<file path="src/design/gbc_pkg.sv">
// Shared types and constants of the GPIO bank controller.
package gbc_pkg;

    localparam int NUM_BANKS     = 2;
    localparam int PINS_PER_BANK = 32;
    localparam int DATA_W        = 32;

    // Only the top PINS_PER_BANK bits of a bank register exist.
    localparam logic [DATA_W-1:0] PIN_MASK = {DATA_W{1'b1}} << (DATA_W - PINS_PER_BANK);

    typedef enum logic [1:0] {
        CMD_READ  = 2'd0,
        CMD_WRITE = 2'd1,
        CMD_TICK  = 2'd2,
        CMD_NOP   = 2'd3
    } cmd_t;

    typedef enum logic [2:0] {
        REG_DIR   = 3'd0,
        REG_DATA  = 3'd1,
        REG_EVENT = 3'd2,
        REG_MASK  = 3'd3,
        REG_EDGE  = 3'd4
    } reg_sel_t;

    typedef struct packed {
        logic [1:0]        cmd;
        logic              bank;
        logic [2:0]        reg_sel;
        logic [DATA_W-1:0] write_data;
        logic [DATA_W-1:0] pin_levels;
    } item_t;

    typedef struct packed {
        logic  exec;
        item_t item;
    } gbc_ctl_t;

    typedef struct packed {
        logic [DATA_W-1:0] read_data;
        logic              irq;
    } gbc_res_t;

endpackage

</file>
<file path="src/design/gbc_regs.sv">
// Bank register file: executes one read, write or sample tick per cycle in which ctl.exec is set.
module gbc_regs
    import gbc_pkg::*;
(
    input  logic     clk,
    input  logic     rst_n,
    input  gbc_ctl_t ctl,
    output gbc_res_t res
);

    logic [NUM_BANKS-1:0][DATA_W-1:0] dir_reg,   dir_next;
    logic [NUM_BANKS-1:0][DATA_W-1:0] latch_reg, latch_next;
    logic [NUM_BANKS-1:0][DATA_W-1:0] event_reg, event_next;
    logic [NUM_BANKS-1:0][DATA_W-1:0] mask_reg,  mask_next;
    logic [NUM_BANKS-1:0][DATA_W-1:0] edge_reg,  edge_next;
    logic [NUM_BANKS-1:0][DATA_W-1:0] level_reg, level_next;

    always_comb
    begin
        logic [DATA_W-1:0] new_lv;
        logic [DATA_W-1:0] changed;
        logic [DATA_W-1:0] falling;
        logic [DATA_W-1:0] hit;
        logic [DATA_W-1:0] rd;
        logic              any;
        dir_next   = dir_reg;
        latch_next = latch_reg;
        event_next = event_reg;
        mask_next  = mask_reg;
        edge_next  = edge_reg;
        level_next = level_reg;
        new_lv     = ctl.item.pin_levels & PIN_MASK;
        changed    = '0;
        falling    = '0;
        hit        = '0;
        rd         = '0;
        for (int b = 0; b < NUM_BANKS; b++)
        begin
            if (ctl.exec && (32'(ctl.item.bank) == 32'(b)))
            begin
                unique case (ctl.item.cmd)
                    CMD_READ:
                    begin
                        unique case (ctl.item.reg_sel)
                            REG_DIR:   rd = dir_reg[b];
                            REG_DATA:  rd = (latch_reg[b] & dir_reg[b])
                                          | (level_reg[b] & ~dir_reg[b]);
                            REG_EVENT: rd = event_reg[b];
                            REG_MASK:  rd = mask_reg[b];
                            REG_EDGE:  rd = edge_reg[b];
                            default:   rd = '0;
                        endcase
                    end
                    CMD_WRITE:
                    begin
                        unique case (ctl.item.reg_sel)
                            REG_DIR:   dir_next[b]   = ctl.item.write_data & PIN_MASK;
                            REG_DATA:  latch_next[b] = ctl.item.write_data & PIN_MASK;
                            REG_EVENT: event_next[b] = event_reg[b] & ~ctl.item.write_data;
                            REG_MASK:  mask_next[b]  = ctl.item.write_data & PIN_MASK;
                            REG_EDGE:  edge_next[b]  = ctl.item.write_data & PIN_MASK;
                            default:   ;
                        endcase
                    end
                    CMD_TICK:
                    begin
                        // falling-only pins need 1 -> 0, the rest any change; outputs never fire
                        changed       = level_reg[b] ^ new_lv;
                        falling       = level_reg[b] & ~new_lv;
                        hit           = ((edge_reg[b] & falling) | (~edge_reg[b] & changed))
                                      & ~dir_reg[b] & PIN_MASK;
                        event_next[b] = event_reg[b] | hit;
                        level_next[b] = new_lv;
                    end
                    default: ;
                endcase
            end
        end
        any = 1'b0;
        for (int b = 0; b < NUM_BANKS; b++)
        begin
            any = any | (|(event_next[b] & mask_next[b]));
        end
        res.read_data = rd & PIN_MASK;
        res.irq       = any;
    end

    always_ff @(posedge clk or negedge rst_n)
    begin
        if (!rst_n)
        begin
            dir_reg   <= '0;
            latch_reg <= '0;
            event_reg <= '0;
            mask_reg  <= '0;
            edge_reg  <= '0;
            level_reg <= '0;
        end
        else
        begin
            dir_reg   <= dir_next;
            latch_reg <= latch_next;
            event_reg <= event_next;
            mask_reg  <= mask_next;
            edge_reg  <= edge_next;
            level_reg <= level_next;
        end
    end

    a_read_keeps_state: assert property (@(posedge clk) disable iff (!rst_n)
        (ctl.exec && ctl.item.cmd == CMD_READ) |=>
            ($stable(event_reg) && $stable(level_reg) && $stable(dir_reg)))
        else $error("read changed bank state");

    a_idle_keeps_events: assert property (@(posedge clk) disable iff (!rst_n)
        !ctl.exec |=> $stable(event_reg))
        else $error("event bits changed without a transfer");

    a_levels_only_on_tick: assert property (@(posedge clk) disable iff (!rst_n)
        !(ctl.exec && ctl.item.cmd == CMD_TICK) |=> $stable(level_reg))
        else $error("sampled levels changed outside a tick");

endmodule

</file>
<file path="src/design/gpio_bank_controller_core.sv">
// Top level of the GPIO bank controller: input register, bank registers, result register.
//
//  channel | valid     | stall     | payload
//  --------+-----------+-----------+----------------------------------------------
//  in      | in_valid  | in_stall  | cmd, bank, reg_sel, write_data, pin_levels
//  out     | out_valid | out_stall | read_data, interrupt_request
//
// One transfer per clock sustained while out_stall is low; a result passes through the input
// register, then the result register, and is set by the single bank update pass.
// Reset clears all bank registers to zero and empties both stages.
// A stalled result holds; the input register keeps taking transfers while the
// result register is free or being drained.
module gpio_bank_controller_core
    import gbc_pkg::*;
(
    input  logic              clk,
    input  logic              rst_n,
    input  logic              in_valid,
    output logic              in_stall,
    input  logic [1:0]        cmd,
    input  logic              bank,
    input  logic [2:0]        reg_sel,
    input  logic [DATA_W-1:0] write_data,
    input  logic [DATA_W-1:0] pin_levels,
    output logic              out_valid,
    input  logic              out_stall,
    output logic [DATA_W-1:0] read_data,
    output logic              interrupt_request
);

    logic              item_valid_reg, item_valid_next;
    item_t             item_reg;
    logic              res_valid_reg, res_valid_next;
    logic [DATA_W-1:0] read_data_reg;
    logic              irq_reg;
    logic              accept;
    logic              res_free;
    logic              advance;
    gbc_ctl_t          ctl;
    gbc_res_t          res;

    assign res_free = !res_valid_reg || !out_stall;
    assign advance  = item_valid_reg && res_free;
    assign in_stall = item_valid_reg && !res_free;
    assign accept   = in_valid && !in_stall;

    assign item_valid_next = accept || (item_valid_reg && !advance);
    assign res_valid_next  = advance || (res_valid_reg && out_stall);

    assign ctl.exec = advance;
    assign ctl.item = item_reg;

    gbc_regs u_regs (
        .clk   (clk),
        .rst_n (rst_n),
        .ctl   (ctl),
        .res   (res)
    );

    always_ff @(posedge clk or negedge rst_n)
    begin
        if (!rst_n)
        begin
            item_valid_reg <= 1'b0;
            res_valid_reg  <= 1'b0;
        end
        else
        begin
            item_valid_reg <= item_valid_next;
            res_valid_reg  <= res_valid_next;
        end
    end

    always_ff @(posedge clk)
    begin
        if (accept)
        begin
            item_reg.cmd        <= cmd;
            item_reg.bank       <= bank;
            item_reg.reg_sel    <= reg_sel;
            item_reg.write_data <= write_data;
            item_reg.pin_levels <= pin_levels;
        end
        if (advance)
        begin
            read_data_reg <= res.read_data;
            irq_reg       <= res.irq;
        end
    end

    assign out_valid         = res_valid_reg;
    assign read_data         = read_data_reg;
    assign interrupt_request = irq_reg;

    a_stall_only_when_full: assert property (@(posedge clk) disable iff (!rst_n)
        in_stall |-> (item_valid_reg && res_valid_reg && out_stall))
        else $error("input stalled with room downstream");

    a_advance_fills_result: assert property (@(posedge clk) disable iff (!rst_n)
        advance |=> res_valid_reg)
        else $error("executed item produced no result");

    a_non_read_zero: assert property (@(posedge clk) disable iff (!rst_n)
        (advance && item_reg.cmd != CMD_READ) |=> (read_data_reg == '0))
        else $error("non-read transfer returned data");

endmodule
</file>
<file path="config.mk">
export PLATFORM = sky130hd
export DESIGN_NAME = gpio_bank_controller_core
export DESIGN_NICKNAME = d
export VERILOG_FILES = /design/src/design/gbc_pkg.sv /design/src/design/gbc_regs.sv /design/src/design/gpio_bank_controller_core.sv
export SDC_FILE = /design/constraint.sdc
export NUM_CORES = 1
export LEC_CHECK = 0
export BUFFER_PORTS_ARGS = -buffer_cell sky130_fd_sc_hd__buf_2
export CORE_ASPECT_RATIO = 0.9
export CORE_UTILIZATION = 55
export CTS_CLUSTER_DIAMETER = 60
export CTS_CLUSTER_SIZE = 12
export DETAILED_ROUTE_END_ITERATION = 10
export PLACE_DENSITY = 0.82
export SLEW_MARGIN = 10
export SYNTH_ARGS = -nofsm -noshare
export SYNTH_HDL_FRONTEND = slang
export SYNTH_SLANG_ARGS = --single-unit
</file>
<file path="constraint.sdc">
create_clock -name clk -period 3.7 [get_ports clk]
set_input_delay 0.74 -clock clk [delete_from_list [all_inputs] [get_ports clk]]
set_output_delay 0.74 -clock clk [all_outputs]
set_load 0.05 [all_outputs]
</file>
After elaboration in Yosys (flattened, before gate mapping)

Index checks and enable logic that the tools add are counted.

Bits in registers: 489
Input bits: 74
Output and inout bits: 35
Word-level logic and storage cells: 104

Equal/unequal tests: 6
Mux-type cells: 18
Bitwise gates (word level): 32
Reduce and logical (&&, ||, !) cells: 27

Operators by type and width:

| operator                                                         | number |
|---|---|
| 32-bit AND                                                       | 16 |
| 32-bit 2-to-1 mux                                                | 14 |
| 32-bit case mux with 5 select lines                              | 2 |
| 32-bit inverter                                                  | 6 |
| 32-bit OR                                                        | 6 |
| 32-bit case mux with 2 select lines                              | 2 |
| 32-bit OR reduction                                              | 2 |
| 32-bit bitwise XOR                                               | 2 |
| 3-bit AND reduction                                              | 6 |
| 1-bit logical AND                                                | 7 |
| 3-bit by 2-bit == test with 1-bit output (second input constant) | 2 |
| 1-bit zero test                                                  | 5 |
| 2-bit AND reduction                                              | 2 |
| 3-bit by 1-bit == test with 1-bit output (second input constant) | 1 |
| 3-bit == test (second input constant)                            | 1 |
| 3-bit zero test                                                  | 1 |
| 1-bit logical OR                                                 | 3 |
| 2-bit by 1-bit == test with 1-bit output (second input constant) | 1 |
| 2-bit == test (second input constant)                            | 1 |
| 2-bit zero test                                                  | 1 |
| 1-bit inverter                                                   | 1 |
| 1-bit OR                                                         | 1 |

Longest topological paths before layout

Depth in word-level cells: 11
Mapped depth: 10
Depth with buffers taken out: 9

Cells and area by module

From an unflattened synthesis, not the netlist that was laid out.

Cell total of the unflattened synthesis: 2156
Area, all modules: 24054.3 µm²

By module, submodules not included:

| module                    | instances | cells each | area each (µm²) |
|---|---|---|---|
| gbc_regs                  | 1         | 2045       | 20868.8 |
| gpio_bank_controller_core | 1         | 111        | 3185.6 |

Least setup slack after synthesis

OpenSTA, ideal clock, no wires.

Path kind: in2reg
Start: input out_stall
End: register irq_reg, in the netlist interrupt_request (data pin)
Setup time: 0.272 ns
Data arrival time: 2.878 ns
Data required time: 3.428 ns
Setup slack: 0.551 ns
Stages: 10
Cells stage by stage: a21bo_2 > clkinv_2 > buf_12 > nand4_4 > buf_6 > mux2_4 > a21boi_1 > a2111oi_2 > nand4_1 > or4_1

RTL lines:

| element                | RTL line                        | text |
|---|---|---|
| start: declaration     | gpio_bank_controller_core.sv:26 | `input logic out_stall,` |
| end signal: assignment | gpio_bank_controller_core.sv:87 | `irq_reg <= res.irq;` |
| end: declaration       | gpio_bank_controller_core.sv:35 | `logic irq_reg;` |

==> results.cfg <==
[clocking]
clk_pin_slew_ns = 0.06
cts_resized = 1
postCtsHoldBufs = 0
clockBufferDepth = 3
clock-root-buffer = clkbuf_16
htree_levels = 2
cts_tree = done
cts.sinks = 489
cts_made_buffers = 47
worst_skew_pair.late_latency_ns = 0.59
cts_setup_buffers = 0

[outcome]
outcome = completed

[routing]
drc = 0
num_vias = 17171
drt-pass1-iter-count = 6
drt_wl_total_mm = 66.4
viasPerCell = 6.60
ant_nets = 0
drtIter0Drc = 1698
avgRoutedWirePerCell_um = 25.5

[sta]
grt_setup_unrepaired = false
worst_pin_slew_ns = 1.18
period_minus_slack_ns = 3.52
fmax_mhz = 284
setup_viol = 0
max-slew-margin-rel_pct = 21.0
drv_slew = 0
fin_tns_setup_ns = 0
finalClockSkew_ns = 0.0102
hold_viol_final = 0
layout_worst_path_cycle_share_pct = 95.2

[power]
p_sw_share_pct = 29.1
power.share.clock_pct = 32.6
power.net_switching_mw = 4.12
pwr_density_cell_nw_per_um2 = 548
seq_power_share_pct = 49.7
power_frac_comb_pct = 17.7
p_int_mw = 10.0
ir_worst_vdd_mv = 0.435
power.leakage_nw = 11.8
finalPower_mw = 14.2

[logic_synthesis]
synth_ff_type = dfrtp_1
yosys_warnings = 0
syn_nets = 2057
ys_ff_latch = 489
yosysSeqAreaShare_pct = 55.7
syn_inst = 1916
synthArstFlopShare_pct = 78.9
syn_area_um2 = 22900
postSynthAreaPerCell_um2 = 12.0
synth-edff-count = 103
synth.distinct_cells = 50

[placement]
io_buffers = 108
hpwl_mm = 43.1
gp_congestion = 0.943

[die]
boundaryPins = 109
core_area_um2 = 40800
rows = 70
die_height_um = 196
dieArea_um2 = 42500
die-width_um = 217
start_util_pct = 56.1

[setup_path]
cp_max_fo = 11
cp.arrival_ns = 3.84
crit_type = reg -> reg
required_ns = 4.02
worst_setup_path_end_kind = flop
critPathLaunchType = flop
reg2reg_depth = 10

[layout]
largest_reg_flops = 70
nNetsFinal = 2174
fillers = 3083
drive_gt1_share_pct = 27.4
multi_input_area_um2 = 9500
n_antenna_cell = 0
syn_to_final_growth_pct = 12.8
seq_area_um2 = 12800

[global_route]
track_usage_pct = 31.7
antenna_found_initial = 0
grt_max_degree = 98
grt-ovfl-total = 0
grt_pass1_wl_mm = 102
grt_pass1_vias = 17503

[run]
max-cap-violations = 0

[hold_path]
hold_path_class = in -> async
-- power by group through the flow --
stage | Clock [mW] | Sequential, mW | Combinational, mW
CTS | 4.67 | 7.01 | 2.47
global placement | 0 | 7.05 | 2.34
floorplan | 0 | 6.96 | 1.64
global route | 4.87 | 7.12 | 2.76
detailed placement | 0 | 7.10 | 2.45
finish | 4.62 | 7.04 | 2.50
-- path summary, 6_finish.rpt --
path                           startpoint              endpoint  slack [ns]
min in group clk           pin_levels[26]               ctl[26]        0.32
max in group asynchronous           rst_n   u_regs.edge_reg[53]        2.64
min reg2reg                item_valid_reg             out_valid        0.47
max                               ctl[69]     interrupt_request        0.18
min                                 rst_n  u_regs.level_reg[37]        0.22
max reg2reg                       ctl[69]     interrupt_request        0.18
-- cell usage in the layout, fill, tap and decap left out, types with 6 or more instances in the layout --
cell type | netlist | final
a21oi_1 | 158 | 158
a2111oi_0 | 10 | 9
nand2_2 | 0 | 6
buf_4 | 3 | 55
nand2_1 | 116 | 110
mux2_2 | 266 | 266
inv_1 | 65 | 65
ha_1 | 67 | 67
a22oi_1 | 26 | 26
mux2_1 | 12 | 12
o221a_2 | 26 | 26
a21boi_0 | 31 | 31
clkbuf_1 | 65 | 25
buf_2 | 5 | 107
dfrtp_1 | 386 | 386
o31ai_1 | 16 | 16
a21boi_1 | 13 | 13
or3_1 | 44 | 44
mux2_4 | 16 | 16
o22ai_1 | 32 | 32
buf_12 | 1 | 15
a221oi_1 | 39 | 39
nand4_1 | 8 | 8
nor2_1 | 141 | 141
clkbuf_16 | 0 | 50
a32oi_1 | 26 | 26
edfxtp_1 | 103 | 103
mux2i_1 | 38 | 38
o21ai_0 | 127 | 127
-- routing by layer --
metal / vias to the layer above / global-route usage, % / wire, um
li1: 7325 / - / -
met1: 8633 / 42.9 / 26700
met2: 992 / 48.9 / 30000
met3: 221 / 7.13 / 6690
met4: 0 / 14.3 / 3020
met5: - / 0 / 0
-- cells in the mapped netlist (all sizes together) (2+ instances only) --
cell       n  area [um2]
o32ai      2        17.5
o31ai     16         120
nand3      6        30.0
buf       45         225
nor2     141         529
edfxtp   103        3090
or3       44         275
inv       65         244
nor3       2        10.0
and2       2        12.5
nor3b      3        27.5
dfrtp    386        9660
nand2b     2        12.5
o22ai     32         200
mux2     294        3370
o21ai    128         641
ha        67         838
nand4     10        92.6
a22oi     26         195
a32oi     26         228
a21oi    158         791
a221oi    39         342
a2111oi   17         178
clkbuf    65         244
o221a     26         293
mux2i     38         380
nor2b      3        18.8
nand2    116         435
o21a       2        15.0
a21boi    44         330
-- final cells by class --
cell class                 instances  share of cell area, %
sequential                       489                   49.3
multi-input combinational       1251                   36.8
clock buffer                      77                   5.31
timing repair buffer             178                   4.89
tap                              540                   2.61
inverter                          66                  0.963
clock inverter                     2                  0.136
-- cells by family (layout without fill, tap and decap cells) --
family / count (synthesis) / in the layout / share of synthesized area (%)
AOI/OAI and AO/OA: 519 / 519 / 14.7
adders and majority gates: 67 / 67 / 3.66
buffers and inverters: 176 / 323 / 3.13
DFF: 489 / 489 / 55.7
muxes: 332 / 332 / 16.4
and+or+nand+nor: 333 / 333 / 6.45
-- through the flow --
stage | setup slack (ns) | instances | area, um2 | utilization, % | hold slack [ns]
after CTS | 0.125 | 2603 | 25800 | 63.3 | 0.235
after global routing | 0.0163 | 2603 | 25900 | 63.3 | 0.271
final | 0.178 | 2603 | 25900 | 63.3 | 0.216
after global placement | -0.289 | 2524 | 24400 | 59.9 | 0.451
after floorplan | 0.551 | 1916 | 22900 | - | 0.440
after detailed placement | -0.313 | 2524 | 24400 | 59.9 | 0.459
-- worst max-delay path, cell delays in order (launching register included) --
cell	delay (ns)
edfxtp_1	0.37
inv_1	0.08
ha_1	0.39
nor2b_1	0.20
nand3_1	0.21
buf_4	0.26
o21ai_0	0.24
a21boi_0	0.19
a2111oi_1	0.55
nand4_1	0.18
or4_1	0.57
Power figures use the tool's default switching activity.
